$ cat config.mk
export PLATFORM = sky130hd
export DESIGN_NAME = modular_inverse
export DESIGN_NICKNAME = d
export VERILOG_FILES = /design/src/rtl/mi_pkg.sv /design/src/rtl/modular_inverse.sv /design/src/rtl/mi_datapath.sv /design/src/rtl/mi_ctrl.sv
export VERILOG_INCLUDE_DIRS = /design/src /design/src/rtl
export SDC_FILE = /design/constraint.sdc
export NUM_CORES = 1
export LEC_CHECK = 0
export BUFFER_PORTS_ARGS = -buffer_cell sky130_fd_sc_hd__buf_2
export CORE_ASPECT_RATIO = 1.2
export CORE_MARGIN = 8
export CORE_UTILIZATION = 50
export CTS_BUF_LIST = sky130_fd_sc_hd__clkbuf_4 sky130_fd_sc_hd__clkbuf_8
export DETAILED_ROUTE_END_ITERATION = 6
export GPL_TIMING_DRIVEN = 0
export PLACE_DENSITY = 0.67
export RECOVER_POWER = 50
export SYNTH_ARGS = -nofsm -noshare
export SYNTH_HDL_FRONTEND = slang
export SYNTH_HIERARCHICAL = 1
export SYNTH_SLANG_ARGS = --single-unit
$ cat constraint.sdc
create_clock -name clock -period 6.85 [get_ports clock]
set_input_delay 1.37 -clock clock [delete_from_list [all_inputs] [get_ports clock]]
set_output_delay 1.37 -clock clock [all_outputs]
set_load 0.005 [all_outputs]
$ cat src/rtl/modular_inverse_macros.svh
// ---------------------------------------------------------------------------
// Modular inverse assertion macros
// Shared concurrent assertion forms used by the modular inverse RTL.
// ---------------------------------------------------------------------------
`ifndef MODULAR_INVERSE_MACROS_SVH
`define MODULAR_INVERSE_MACROS_SVH

// The consequent must hold in the same cycle as the antecedent.
`define MI_ASSERT_SAME(label, clk, rst, ante, cons) \
   label: assert property (@(posedge clk) disable iff (rst) (ante) |-> (cons)) \
      else $error("modular_inverse: assertion failed");

// The consequent must hold in the cycle after the antecedent.
`define MI_ASSERT_NEXT(label, clk, rst, ante, cons) \
   label: assert property (@(posedge clk) disable iff (rst) (ante) |=> (cons)) \
      else $error("modular_inverse: assertion failed");

`endif

$ cat src/rtl/mi_pkg.sv
// ---------------------------------------------------------------------------
// Modular inverse package
// Default width and the command and status bundles between the controller
// and the datapath.
// ---------------------------------------------------------------------------
`default_nettype none

package mi_pkg;

   localparam int MOD_BITS_DEFAULT = 31;
   localparam int MOD_RESET_VALUE  = 2;

   typedef struct packed {
      logic load;
      logic start;
      logic shift_up;
      logic div_step;
      logic update;
      logic finish;
   } dp_cmd_type;

   typedef struct packed {
      logic lo_zero;
      logic can_shift;
      logic last_bit;
   } dp_status_type;

endpackage

`default_nettype wire

$ cat src/rtl/modular_inverse.sv
// ---------------------------------------------------------------------------
// Modular inverse
// Extended Euclidean inverse of a value modulo the configured modulus.
// ---------------------------------------------------------------------------
//   Channel   Ports                                  Direction
//   request   req_valid, req_ready, req_value         in
//   response  rsp_valid, rsp_ready, rsp_inverse       out
//   config    csr_write_enable, csr_write_data        in
//
// One request is worked at a time; each quotient step aligns the divisor by doublings and then
// runs the one-bit-per-cycle shift-subtract divider back down.
// A response is registered after the last quotient step and the final reduction; the next
// request can be taken while that response still waits to be accepted.
// Reset sets the modulus to 2 and empties the block.
// A finished result waits in the output register; the final reduction stalls until it is free.
// ---------------------------------------------------------------------------
`default_nettype none

module modular_inverse #(
   parameter int MOD_BITS = mi_pkg::MOD_BITS_DEFAULT
) (
   input  wire logic                clock,
   input  wire logic                reset,
   input  wire logic                csr_write_enable,
   input  wire logic [MOD_BITS-1:0] csr_write_data,
   input  wire logic                req_valid,
   output logic                     req_ready,
   input  wire logic [MOD_BITS-1:0] req_value,
   output logic                     rsp_valid,
   input  wire logic                rsp_ready,
   output logic      [MOD_BITS-1:0] rsp_inverse
);
   import mi_pkg::*;

   dp_cmd_type    cmd;
   dp_status_type status;

   mi_ctrl u_ctrl (
      .clock     (clock),
      .reset     (reset),
      .req_valid (req_valid),
      .req_ready (req_ready),
      .rsp_valid (rsp_valid),
      .rsp_ready (rsp_ready),
      .status    (status),
      .cmd       (cmd)
   );

   mi_datapath #(
      .MOD_BITS (MOD_BITS)
   ) u_datapath (
      .clock            (clock),
      .reset            (reset),
      .csr_write_enable (csr_write_enable),
      .csr_write_data   (csr_write_data),
      .req_value        (req_value),
      .cmd              (cmd),
      .status           (status),
      .rsp_inverse      (rsp_inverse)
   );

endmodule

`default_nettype wire

$ cat src/rtl/mi_datapath.sv
// ---------------------------------------------------------------------------
// Modular inverse datapath
// Remainder pair, Bezout coefficients, shift-subtract divider with an
// accumulated quotient product, final reduction and result register.
// ---------------------------------------------------------------------------
`default_nettype none

module mi_datapath #(
   parameter int MOD_BITS = mi_pkg::MOD_BITS_DEFAULT
) (
   input  wire logic                  clock,
   input  wire logic                  reset,
   input  wire logic                  csr_write_enable,
   input  wire logic [MOD_BITS-1:0]   csr_write_data,
   input  wire logic [MOD_BITS-1:0]   req_value,
   input  wire mi_pkg::dp_cmd_type    cmd,
   output mi_pkg::dp_status_type      status,
   output logic      [MOD_BITS-1:0]   rsp_inverse
);
   import mi_pkg::*;

   localparam int CW = MOD_BITS + 2;
   localparam int KW = $clog2(MOD_BITS);

   logic        [MOD_BITS-1:0] mod_ff, mod_in;
   logic        [MOD_BITS-1:0] hi_ff, hi_in;
   logic        [MOD_BITS-1:0] lo_ff, lo_in;
   logic        [MOD_BITS-1:0] r_ff, r_in;
   logic        [MOD_BITS-1:0] d_ff, d_in;
   logic        [KW-1:0]       k_ff, k_in;
   logic signed [CW-1:0]       cprev_ff, cprev_in;
   logic signed [CW-1:0]       ccur_ff, ccur_in;
   logic signed [CW-1:0]       acc_ff, acc_in;
   logic        [MOD_BITS-1:0] inv_ff, inv_in;

   logic        [MOD_BITS:0]   d_dbl;
   logic                       r_ge_d;
   logic signed [CW-1:0]       acc_step;
   logic signed [CW-1:0]       mod_ext;
   logic signed [CW-1:0]       reduced;

   always_comb begin
      d_dbl    = {d_ff, 1'b0};
      r_ge_d   = r_ff >= d_ff;
      acc_step = (acc_ff <<< 1) + (r_ge_d ? ccur_ff : CW'(0));
      mod_ext  = CW'(mod_ff);
      if (cprev_ff[CW-1]) begin
         reduced = cprev_ff + mod_ext;
      end else if (cprev_ff >= mod_ext) begin
         reduced = cprev_ff - mod_ext;
      end else begin
         reduced = cprev_ff;
      end

      status.lo_zero   = lo_ff == '0;
      status.can_shift = d_dbl <= {1'b0, r_ff};
      status.last_bit  = k_ff == '0;
   end

   always_comb begin
      mod_in   = mod_ff;
      hi_in    = hi_ff;
      lo_in    = lo_ff;
      r_in     = r_ff;
      d_in     = d_ff;
      k_in     = k_ff;
      cprev_in = cprev_ff;
      ccur_in  = ccur_ff;
      acc_in   = acc_ff;
      inv_in   = inv_ff;

      if (csr_write_enable) begin
         mod_in = csr_write_data;
      end
      if (cmd.load) begin
         hi_in    = mod_ff;
         lo_in    = req_value;
         cprev_in = '0;
         ccur_in  = CW'(1);
      end
      if (cmd.start) begin
         r_in   = hi_ff;
         d_in   = lo_ff;
         k_in   = '0;
         acc_in = '0;
      end
      if (cmd.shift_up) begin
         d_in = d_dbl[MOD_BITS-1:0];
         k_in = k_ff + KW'(1);
      end
      if (cmd.div_step) begin
         if (r_ge_d) begin
            r_in = r_ff - d_ff;
         end
         acc_in = acc_step;
         d_in   = d_ff >> 1;
         k_in   = k_ff - KW'(1);
      end
      if (cmd.update) begin
         hi_in    = lo_ff;
         lo_in    = r_ff;
         cprev_in = ccur_ff;
         ccur_in  = cprev_ff - acc_ff;
      end
      if (cmd.finish) begin
         inv_in = (mod_ff == '0) ? '0 : reduced[MOD_BITS-1:0];
      end
   end

   always_ff @(posedge clock) begin
      if (reset) begin
         mod_ff <= MOD_BITS'(MOD_RESET_VALUE);
      end else begin
         mod_ff <= mod_in;
      end
      hi_ff    <= hi_in;
      lo_ff    <= lo_in;
      r_ff     <= r_in;
      d_ff     <= d_in;
      k_ff     <= k_in;
      cprev_ff <= cprev_in;
      ccur_ff  <= ccur_in;
      acc_ff   <= acc_in;
      inv_ff   <= inv_in;
   end

   assign rsp_inverse = inv_ff;

endmodule

`default_nettype wire

$ cat src/rtl/mi_ctrl.sv
// ---------------------------------------------------------------------------
// Modular inverse controller
// Sequences the Euclid steps, the divider alignment and subtraction phases,
// and the request and response handshakes.
// ---------------------------------------------------------------------------
`default_nettype none

`include "modular_inverse_macros.svh"

module mi_ctrl (
   input  wire logic                  clock,
   input  wire logic                  reset,
   input  wire logic                  req_valid,
   output logic                       req_ready,
   output logic                       rsp_valid,
   input  wire logic                  rsp_ready,
   input  wire mi_pkg::dp_status_type status,
   output mi_pkg::dp_cmd_type         cmd
);
   import mi_pkg::*;

   typedef enum logic [5:0] {
      IDLE_ST   = 6'b000001,
      CHECK_ST  = 6'b000010,
      ALIGN_ST  = 6'b000100,
      DIVIDE_ST = 6'b001000,
      UPDATE_ST = 6'b010000,
      REDUCE_ST = 6'b100000
   } state_type;

   state_type state_ff, state_in;
   logic      rsp_valid_ff, rsp_valid_in;

   always_comb begin
      state_in     = state_ff;
      rsp_valid_in = rsp_valid_ff & ~rsp_ready;
      cmd          = '0;
      req_ready    = state_ff == IDLE_ST;

      case (state_ff)
         IDLE_ST: begin
            if (req_valid) begin
               cmd.load = 1'b1;
               state_in = CHECK_ST;
            end
         end
         CHECK_ST: begin
            if (status.lo_zero) begin
               state_in = REDUCE_ST;
            end else begin
               cmd.start = 1'b1;
               state_in  = ALIGN_ST;
            end
         end
         ALIGN_ST: begin
            if (status.can_shift) begin
               cmd.shift_up = 1'b1;
            end else begin
               state_in = DIVIDE_ST;
            end
         end
         DIVIDE_ST: begin
            cmd.div_step = 1'b1;
            if (status.last_bit) begin
               state_in = UPDATE_ST;
            end
         end
         UPDATE_ST: begin
            cmd.update = 1'b1;
            state_in   = CHECK_ST;
         end
         REDUCE_ST: begin
            if (!rsp_valid_ff || rsp_ready) begin
               cmd.finish   = 1'b1;
               rsp_valid_in = 1'b1;
               state_in     = IDLE_ST;
            end
         end
         default: begin
            state_in = IDLE_ST;
         end
      endcase
   end

   always_ff @(posedge clock) begin
      if (reset) begin
         state_ff     <= IDLE_ST;
         rsp_valid_ff <= 1'b0;
      end else begin
         state_ff     <= state_in;
         rsp_valid_ff <= rsp_valid_in;
      end
   end

   assign rsp_valid = rsp_valid_ff;

   `MI_ASSERT_SAME(a_no_overwrite, clock, reset, cmd.finish, !rsp_valid_ff || rsp_ready)
   `MI_ASSERT_NEXT(a_accept_check, clock, reset, req_valid && req_ready, state_ff == CHECK_ST)
   `MI_ASSERT_NEXT(a_divide_done, clock, reset, state_ff == DIVIDE_ST && status.last_bit,
                   state_ff == UPDATE_ST)
   `MI_ASSERT_NEXT(a_align_done, clock, reset, state_ff == ALIGN_ST && !status.can_shift,
                   state_ff == DIVIDE_ST)

endmodule

`default_nettype wire

After elaboration in Yosys (flattened, before gate mapping)
Cells that the tools add are included.
{"block": "classes", "n_addsub": 7, "order_cmp": 3, "n_eq_ne": 10, "mux": 40, "bitwise": 2, "reduce_logical": 10}
{"operator": "$mux 31", "count": 11}
{"operator": "$mux 33", "count": 7}
{"operator": "$logic_not 31->1", "count": 2}
{"operator": "$sub 31x31->31", "count": 2}
{"operator": "$pmux 6 s6", "count": 1}
{"operator": "$add 33x33->33", "count": 1}
{"operator": "$ge 33x32->1", "count": 1}
{"operator": "$sub 33x33->33", "count": 1}
{"operator": "$le 32x31->1", "count": 1}
{"operator": "$add 31x31->31", "count": 1}
{"operator": "$ge 31x31->1", "count": 1}
{"operator": "$mux 30", "count": 1}
{"operator": "$mux 6", "count": 5}
{"operator": "$mux 5", "count": 3}
{"operator": "$mux 1", "count": 12}
{"operator": "$eq 6x1->1 const B", "count": 1}
{"operator": "$eq 6x2->1 const B", "count": 1}
{"operator": "$eq 6x3->1 const B", "count": 1}
{"operator": "$eq 6x4->1 const B", "count": 1}
{"operator": "$eq 6x5->1 const B", "count": 1}
{"operator": "$eq 6x6->1 const B", "count": 1}
{"operator": "$ne 2x2->1 const B", "count": 3}
{"operator": "$reduce_bool 2->1", "count": 3}
{"operator": "$add 5x1->5 const B", "count": 1}
{"operator": "other kinds (9)", "count": 9}
{"block": "totals", "regBits": 297, "input_bits": 67}

Depth between registers and ports, before layout
Gate-level depths: netlist of the first run.
{"block": "logic_depth", "ltp_word": 6, "ltp_mapped": 25, "ltp_nobuf": 23}

Hierarchy
Netlist of the first run, hierarchy kept.
{"mod": "mi_datapath", "instances": 1, "cells_each": 2282, "area_per_inst_um2": 21161.5, "seq_area_each_um2": 8077.7}
{"mod": "mi_ctrl", "instances": 1, "cells_each": 49, "area_per_inst_um2": 382.9, "seq_area_each_um2": 140.1}

Least setup slack after synthesis of the first run
No wires, ideal clock.
{"block": "synth_timing", "path_kind": "register to register", "startpoint": "reg u_datapath.d_ff[10]", "endpoint": "reg u_datapath.acc_ff[29], data pin", "t_arrival_ns": 4.990, "setup_slack_ns": 1.606, "path_stages_with_launch": 25, "path_buffers": 1, "synth_period_minus_slack_ns": 5.244, "path_cell_list": "edfxtp_1 > inv_1 > ha_1 > a21oi_1 > o211ai_1 > a211o_1 > nand3b_1 > a41oi_2 > o21ai_1 > nor2b_1 > o21a_1 > clkbuf_1 > nor2b_1 > ha_1 > fa_1 > a21o_1 > a21o_1 > a21oi_1 > o21ai_2 > a2111oi_2 > nor3_1 > a221o_1 > a41oi_2 > xnor2_1 > and2_1"}
{"block": "synth_between", "elab_chain_cells": 4}
{"item": "from (decl)", "line": "mi_datapath.sv:29", "source": "logic [MOD_BITS-1:0] d_ff, d_in;"}
{"item": "from (signal assigned)", "line": "mi_datapath.sv:119", "source": "d_ff <= d_in;"}
{"item": "$ge 31x31->1", "line": "mi_datapath.sv:44", "source": "r_ge_d = r_ff >= d_ff;"}
{"item": "$mux 33", "line": "mi_datapath.sv:45", "source": "acc_step = (acc_ff <<< 1) + (r_ge_d ? ccur_ff : CW'(0));"}
{"item": "$add 33x33->33", "line": "mi_datapath.sv:45"}
{"item": "$mux 33", "line": "mi_datapath.sv:91", "source": "if (cmd.div_step) begin"}
{"item": "to (signal assigned)", "line": "mi_datapath.sv:123", "source": "acc_ff <= acc_in;"}
{"item": "to (decl)", "line": "mi_datapath.sv:33", "source": "logic signed [CW-1:0] acc_ff, acc_in;"}
No other way between the ends.
A chain may end at the register's enable or synchronous reset.

Worst setup path in the final report of the first run
{"block": "layout_timing", "startpoint": "reg u_datapath.d_ff[1]", "endpoint": "reg u_datapath.acc_ff[32], data pin"}
The elaborated chain is that of the path after synthesis.

==> out/metrics.csv, run 1 <==
metric,value,unit
cts-root-buf,clkbuf_8,
yosysUniqueCellTypes,86,
worstMarginPinSlew,1710,ps
cts_tree,yes,
min-delay-start,u_datapath/hi_ff[4],
syn_inst,2331,
fmax,153,MHz
grt_max_degree,57,
start_util,0.505,
clock_skew,37.8,ps
post-cts-setup-buffer-count,0,
top_level_ports,100,
syn_nets,2591,
ys_seq_area_frac,0.381,
synthFlopType,edfxtp_1,
crit_fanout,10,
status,finished with violations,
period_minus_slack,6550,ps
async_flop_share,0,
die_area,50000,sq um
hpwlAfterDp,54000,um
fillers,3897,
hold_violations,0,
rsz0062_at_grt,false,
leakagePower,9.76,nW
r2r_end,u_datapath/acc_ff[32],
wl,69300,um
nNetsFinal,2746,
worstReg2RegStart,u_datapath/d_ff[1],
synth_edf_count,227,
syn_area,21500,sq um
violations,"max-capacitance violations, max-slew violations",
maxSlewViolCount,80,
drive_above_1_share,0.103,
die_y,243,um
cts_buffer_depth,3,
min_period_over_period,0.957,
yosys_warnings,6,
startpoint,u_datapath/d_ff[1],
coreArea,42700,sq um
r2r_cells,23,
hp-class,reg -> reg,
cts.sink_count,297,
start_kind,flip-flop,
cts_buffers,52,
clk_latency,660,ps
final_cells,3081,
vias,18300,
clkTransAtPathRegs,70,ps
antenna_found_initial,5,
grt_pass1_vias,18600,
drt.antenna.violating_nets,0,
cp_data_required_time,7340,ps
ir_drop,212,uV
finalSetupViolCount,0,
powerDensity,289,nW/um^2
cp-end-kind,flip-flop,
die_width,205,um
placed_cells,2984,
min_delay_path_depth,2,
drv_cap,4,
holdWs,514,ps
grt_overflow_total,0,
cp_data_arrival_time,7040,ps
maxSlewHeadroom,-0.138,
ys_ff_latch,297,
drt-pass1-iter-count,6,
worstSetupPathType,reg -> reg,
drc,0,
holdPathEnd,u_datapath/r_ff[4],
cts.htree.levels,2,
port_buffers,98,
grt_usage,0.272,
rows,83,
vias_per_cell,5.94,
finalWeightedCongestion,0.926,
reg2reg_slack,300,ps
grt_pass1_wl,106000,um
holdBufCountCts,0,
wl_per_cell,22.5,um
syn_avg_cell_area,9.24,sq um
cts_resized,1,
dr.first_iter.drc_count,1523,
syn2layout_area_growth,10.4,%
[per-stage QoR]
step                      area, sq um  utilization  worst slack [ps]  power [mW]  TNS [ps]
after floorplan                 21500            -              1610        4.44         0
after global placement          22700        0.532             -1.34        5.13     -1.34
after detailed placement        22800        0.534              17.0        5.17         0
after CTS                       23900        0.559              71.5        6.88         0
after global routing            23800        0.557              42.5        7.31         0
final                           23800        0.557               298        6.88         0
[cell usage in the layout (no fill, tap or decap), types with 21 or more instances in the layout]
cell      synthesis  layout
a211oi_1         36      36
a21o_1           72      72
a21oi_1         158     159
and2_0            0      21
and2_1           66      45
buf_2            26     102
clkbuf_1         73      98
clkbuf_8          0      59
dfxtp_1          70      70
edfxtp_1        227     227
ha_1            188     188
inv_1           170     170
mux2_2           33      27
mux2i_1          87      87
nand2_1         171     171
nand2b_1         29      29
nand3_1          30      30
nand4_1          32      32
nor2_1          191     191
nor2b_1          60      60
nor3_1           29      27
o21ai_0         122     125
o21ai_1          47      44
o21bai_1         22      22
xnor2_1          90      90
xor2_1           31      31
[cell families after synthesis]
logic type / after synthesis / share of synthesized area
XOR/XNOR: 121 / 0.0492
AO/OA/AOI/OAI: 625 / 0.188
buffers and inverters: 281 / 0.0512
adder cells (fa/ha/maj): 193 / 0.114
flip-flops: 297 / 0.381
multiplexers: 120 / 0.0577
AND/OR/NAND/NOR: 694 / 0.159
[critical path: stages, from the launching register on]
cell and delay, ps:
edfxtp_1 470, inv_1 80, ha_1 290, nor2b_1 150, o31a_1 270, o2111ai_1 400, nand3b_1 250, a41oi_2 420
o21ai_1 250, nor2b_1 160, o21a_2 310, clkbuf_2 310, nor2b_1 90, ha_1 340, nand2_1 90, o211ai_1 250
nand2_1 130, o31ai_1 630, a21oi_1 300, o31ai_1 440, a311oi_1 170, o21bai_1 190, xnor2_1 180, mux2i_1 210
[synthesized netlist by cell type, drive strengths merged (7+ instances only)]
library cell / n / area [sq um]
a21oi: 160 / 808
nor4: 16 / 100
xor2: 31 / 272
inv: 173 / 649
nand2: 171 / 642
edfxtp: 227 / 6820
and3: 19 / 119
o21a: 19 / 143
mux2i: 87 / 871
o21ai: 171 / 863
nor3: 29 / 145
or3: 10 / 62.6
o31ai: 11 / 82.6
and2: 66 / 413
a2111oi: 8 / 96.4
a31oi: 18 / 113
or2: 8 / 50.1
o211ai: 18 / 135
nand3: 30 / 150
nand4: 32 / 200
xnor2: 90 / 788
nand3b: 7 / 52.6
buf: 35 / 179
o21bai: 22 / 165
clkbuf: 73 / 274
a211oi: 39 / 308
a221oi: 11 / 103
nor2b: 60 / 375
ha: 188 / 2350
nand2b: 29 / 181
dfxtp: 70 / 1400
a21o: 72 / 541
o22ai: 8 / 50.1
nor2: 192 / 723
mux2: 33 / 372
[layout make-up]
cell class              count  area [sq um]  area share
clock inverters            24           146     0.00616
clock buffers              72           910      0.0383
flip-flops and latches    297          8220       0.346
repair buffers            101           477      0.0200
multi-input cells        1753         12200       0.514
diodes                      1          2.50    0.000105
inverters                 173           649      0.0273
well taps                 552           691      0.0290
plain buffers             108           455      0.0192
[flip-flops by register name, indices dropped and copies added (netlist names), 6 cells and up]
name	flops
u_datapath/rsp_inverse	31
u_datapath/hi_ff	31
u_datapath/acc_ff	33
u_datapath/d_ff	31
u_datapath/ccur_ff	33
u_datapath/lo_ff	31
u_datapath/cprev_ff	33
u_ctrl/state_ff	6
u_datapath/mod_ff	31
u_datapath/r_ff	31
[worst max-delay path by stage]
stage,end,cells past startpoint
after floorplan,u_datapath/acc_ff[29],24
after CTS,u_datapath/acc_ff[32],23
after global placement,u_datapath/acc_ff[31],24
after detailed placement,u_datapath/acc_ff[29],24
final,u_datapath/acc_ff[32],23
after global routing,u_datapath/acc_ff[31],24
[per-layer routing]
layer / up-vias / GRT usage / part of all wire
li1: 8726 / - / -
met1: 8819 / 0.325 / 0.41
met2: 584 / 0.472 / 0.49
met3: 168 / 0.0374 / 0.045
met4: 2 / 0.131 / 0.049
met5: - / 0 / 0.00025
[report_power, final]
part / switching [mW] / internal [mW] / leakage [nW]
Sequential: 0.201 / 2.17 / 2.73
Combinational: 1.68 / 1.15 / 6.48
Clock: 0.784 / 0.900 / 0.559
Note: power is estimated with default switching activity, not from simulation.
==> inputs of run 2 (changes only) <==
CTS_BUF_LIST = default   (was sky130_fd_sc_hd__clkbuf_4 sky130_fd_sc_hd__clkbuf_8)
==> out/metrics.csv, run 2 (synthesis results as in run 1) <==
metric,value,unit,change
worstSetupPathType,reg -> reg,,unchanged
crit_fanout,10,,unchanged
rows,83,,unchanged
grt_overflow_total,0,,unchanged
drt.antenna.violating_nets,0,,unchanged
hold_violations,0,,unchanged
clock_skew,27.6,ps,was 37.8 ps
status,finished with violations,,unchanged
maxSlewHeadroom,-0.129,,was -0.138
top_level_ports,100,,unchanged
p_sw,2.69,mW,was 2.67 mW
port_buffers,98,,unchanged
dr.first_iter.drc_count,1493,,was 1523
nNetsFinal,2730,,was 2746
grt_pass1_vias,18500,,was 18.6k
powerDensity,299,nW/um^2,was 289 nW/um^2
holdWs,518,ps,was 514 ps
cts-root-buf,clkbuf_16,,was clkbuf_8
rsz0062_at_grt,false,,unchanged
reg.largest.list,"u_datapath/acc_ff: 33 flops, u_datapath/ccur_ff: 33 flops, u_datapath/cprev_ff: 33 flops",,unchanged
cts.htree.levels,2,,unchanged
power.share.combinational,0.396,,was 0.411
worstReg2RegStart,u_datapath/d_ff[1],,unchanged
wl,69500,um,was 69300 um
vias_per_cell,6.00,,was 5.94
hp-class,reg -> reg,,unchanged
start_kind,flip-flop,,unchanged
vias,18300,,about the same
wl_per_cell,22.8,um,was 22.5 um
cts.sink_count,297,,unchanged
cp-end-kind,flip-flop,,unchanged
hpwlAfterDp,54000,um,unchanged
grt_usage,0.272,,about the same
cts_buffers,36,,was 52
final_cell_mix,"edfxtp_1 (227), nor2_1 (191), ha_1 (188)",,unchanged
ir_drop,267,uV,was 212 uV
cp_data_required_time,7250,ps,was 7340 ps
die_width,205,um,unchanged
cts_tree,yes,,unchanged
syn2layout_area_growth,11.0,%,was 10.4%
startpoint,u_datapath/d_ff[1],,unchanged
drv_cap,2,,was 4
clkTransAtPathRegs,60,ps,was 70 ps
finalSetupViolCount,0,,unchanged
violations,"max-capacitance violations, max-slew violations",,unchanged
antenna_found_initial,3,,was 5
timing.setup.tns,0,ps,unchanged
final_common_cell,edfxtp_1,,unchanged
clk_latency,570,ps,was 660 ps
maxSlewViolCount,51,,was 80
coreArea,42700,sq um,unchanged
min_period_over_period,0.958,,was 0.957
fillers,3866,,was 3897
die_area,50000,sq um,unchanged
min-delay-start,u_datapath/hi_ff[30],,was u_datapath/hi_ff[4]
fmax,152,MHz,was 153 MHz
worstMarginPinSlew,1690,ps,was 1710 ps
finalWeightedCongestion,0.926,,unchanged
leakagePower,9.79,nW,was 9.76 nW
cp_data_arrival_time,6960,ps,was 7040 ps
p_int,4.46,mW,was 4.22 mW
period_minus_slack,6560,ps,was 6550 ps
drc,0,,unchanged
drt-pass1-iter-count,6,,unchanged
swShare,0.376,,was 0.387
p_seq_frac,0.332,,was 0.345
die_y,243,um,unchanged
drive_above_1_share,0.0917,,was 0.103
post-cts-setup-buffer-count,0,,unchanged
grt_max_degree,57,,unchanged
cts_buffer_depth,3,,unchanged
grt_pass1_wl,106000,um,about the same
start_util,0.505,,unchanged
p_clk_frac,0.272,,was 0.245
-- run 2: power groups by stage --
stage                     clock (mW)  sequential [mW]  combinational [mW]
after detailed placement           0             2.40                2.77
after global placement             0             2.40                2.73
after CTS                       1.98             2.36                2.80
after floorplan                    0             2.32                2.12
final                           1.95             2.37                2.83
after global routing            2.04             2.39                3.13
-- run 2: layer usage --
metal  vias up  routed length (um)  GRT usage
met5         -                  17          0
met4         2                3510      0.130
met3       177                3130     0.0349
met2       574               34300      0.473
met1      8854               28500      0.326
li1       8691                   -          -
-- run 2: path summary, 6_finish.rpt --
path | to | slack, ps | cells after the start
worst max-delay path | u_datapath/acc_ff[32] | 290 | 23
worst min-delay path | u_datapath/r_ff[30] | 520 | 2
worst max register to register | u_datapath/acc_ff[32] | 290 | 23
worst min register to register | u_datapath/r_ff[30] | 520 | 2
-- run 2: area by class of cell --
class                   instances  area [sq um]  share of cell area
inverters                     173           649              0.0272
clock inverters                22           208             0.00869
well taps                     552           691              0.0289
clock buffers                  43           980              0.0410
diodes                          1          2.50            0.000105
multi-input cells            1753         12200               0.512
flip-flops and latches        297          8220               0.344
repair buffers                101           477              0.0199
plain buffers                 108           455              0.0190
-- run 2: through the flow --
stage	cell area, sq um	power (mW)	setup slack, ps	cells	util
floorplan	21500	4.44	1610	2331	-
global placement	22700	5.13	-1.34	2981	0.532
finish	23900	7.15	289	3050	0.560
CTS	24000	7.14	75.2	3049	0.562
global route	23900	7.56	36.9	3050	0.560
detailed placement	22800	5.17	17.0	2984	0.534
-- run 2: critical path, cell delays in order (launching register included) --
cell	delay [ps]
edfxtp_1	460
inv_1	80
ha_1	300
nor2b_1	150
o31a_1	270
o2111ai_1	380
nand3b_1	240
a41oi_2	420
o21ai_1	240
nor2b_1	160
o21a_2	310
clkbuf_2	310
nor2b_1	90
ha_1	340
nand2_1	90
o211ai_1	250
nand2_1	130
o31ai_1	620
a21oi_1	300
o31ai_1	460
a311oi_1	190
o21bai_1	210
xnor2_1	180
mux2i_1	210
-- run 2: what timing repair did --
action / CTS / global route
hold buffers: 0 / 0
pin swaps: 0 / 0
resized for setup: 1 / 5
setup endpoints to repair: 3 / 4
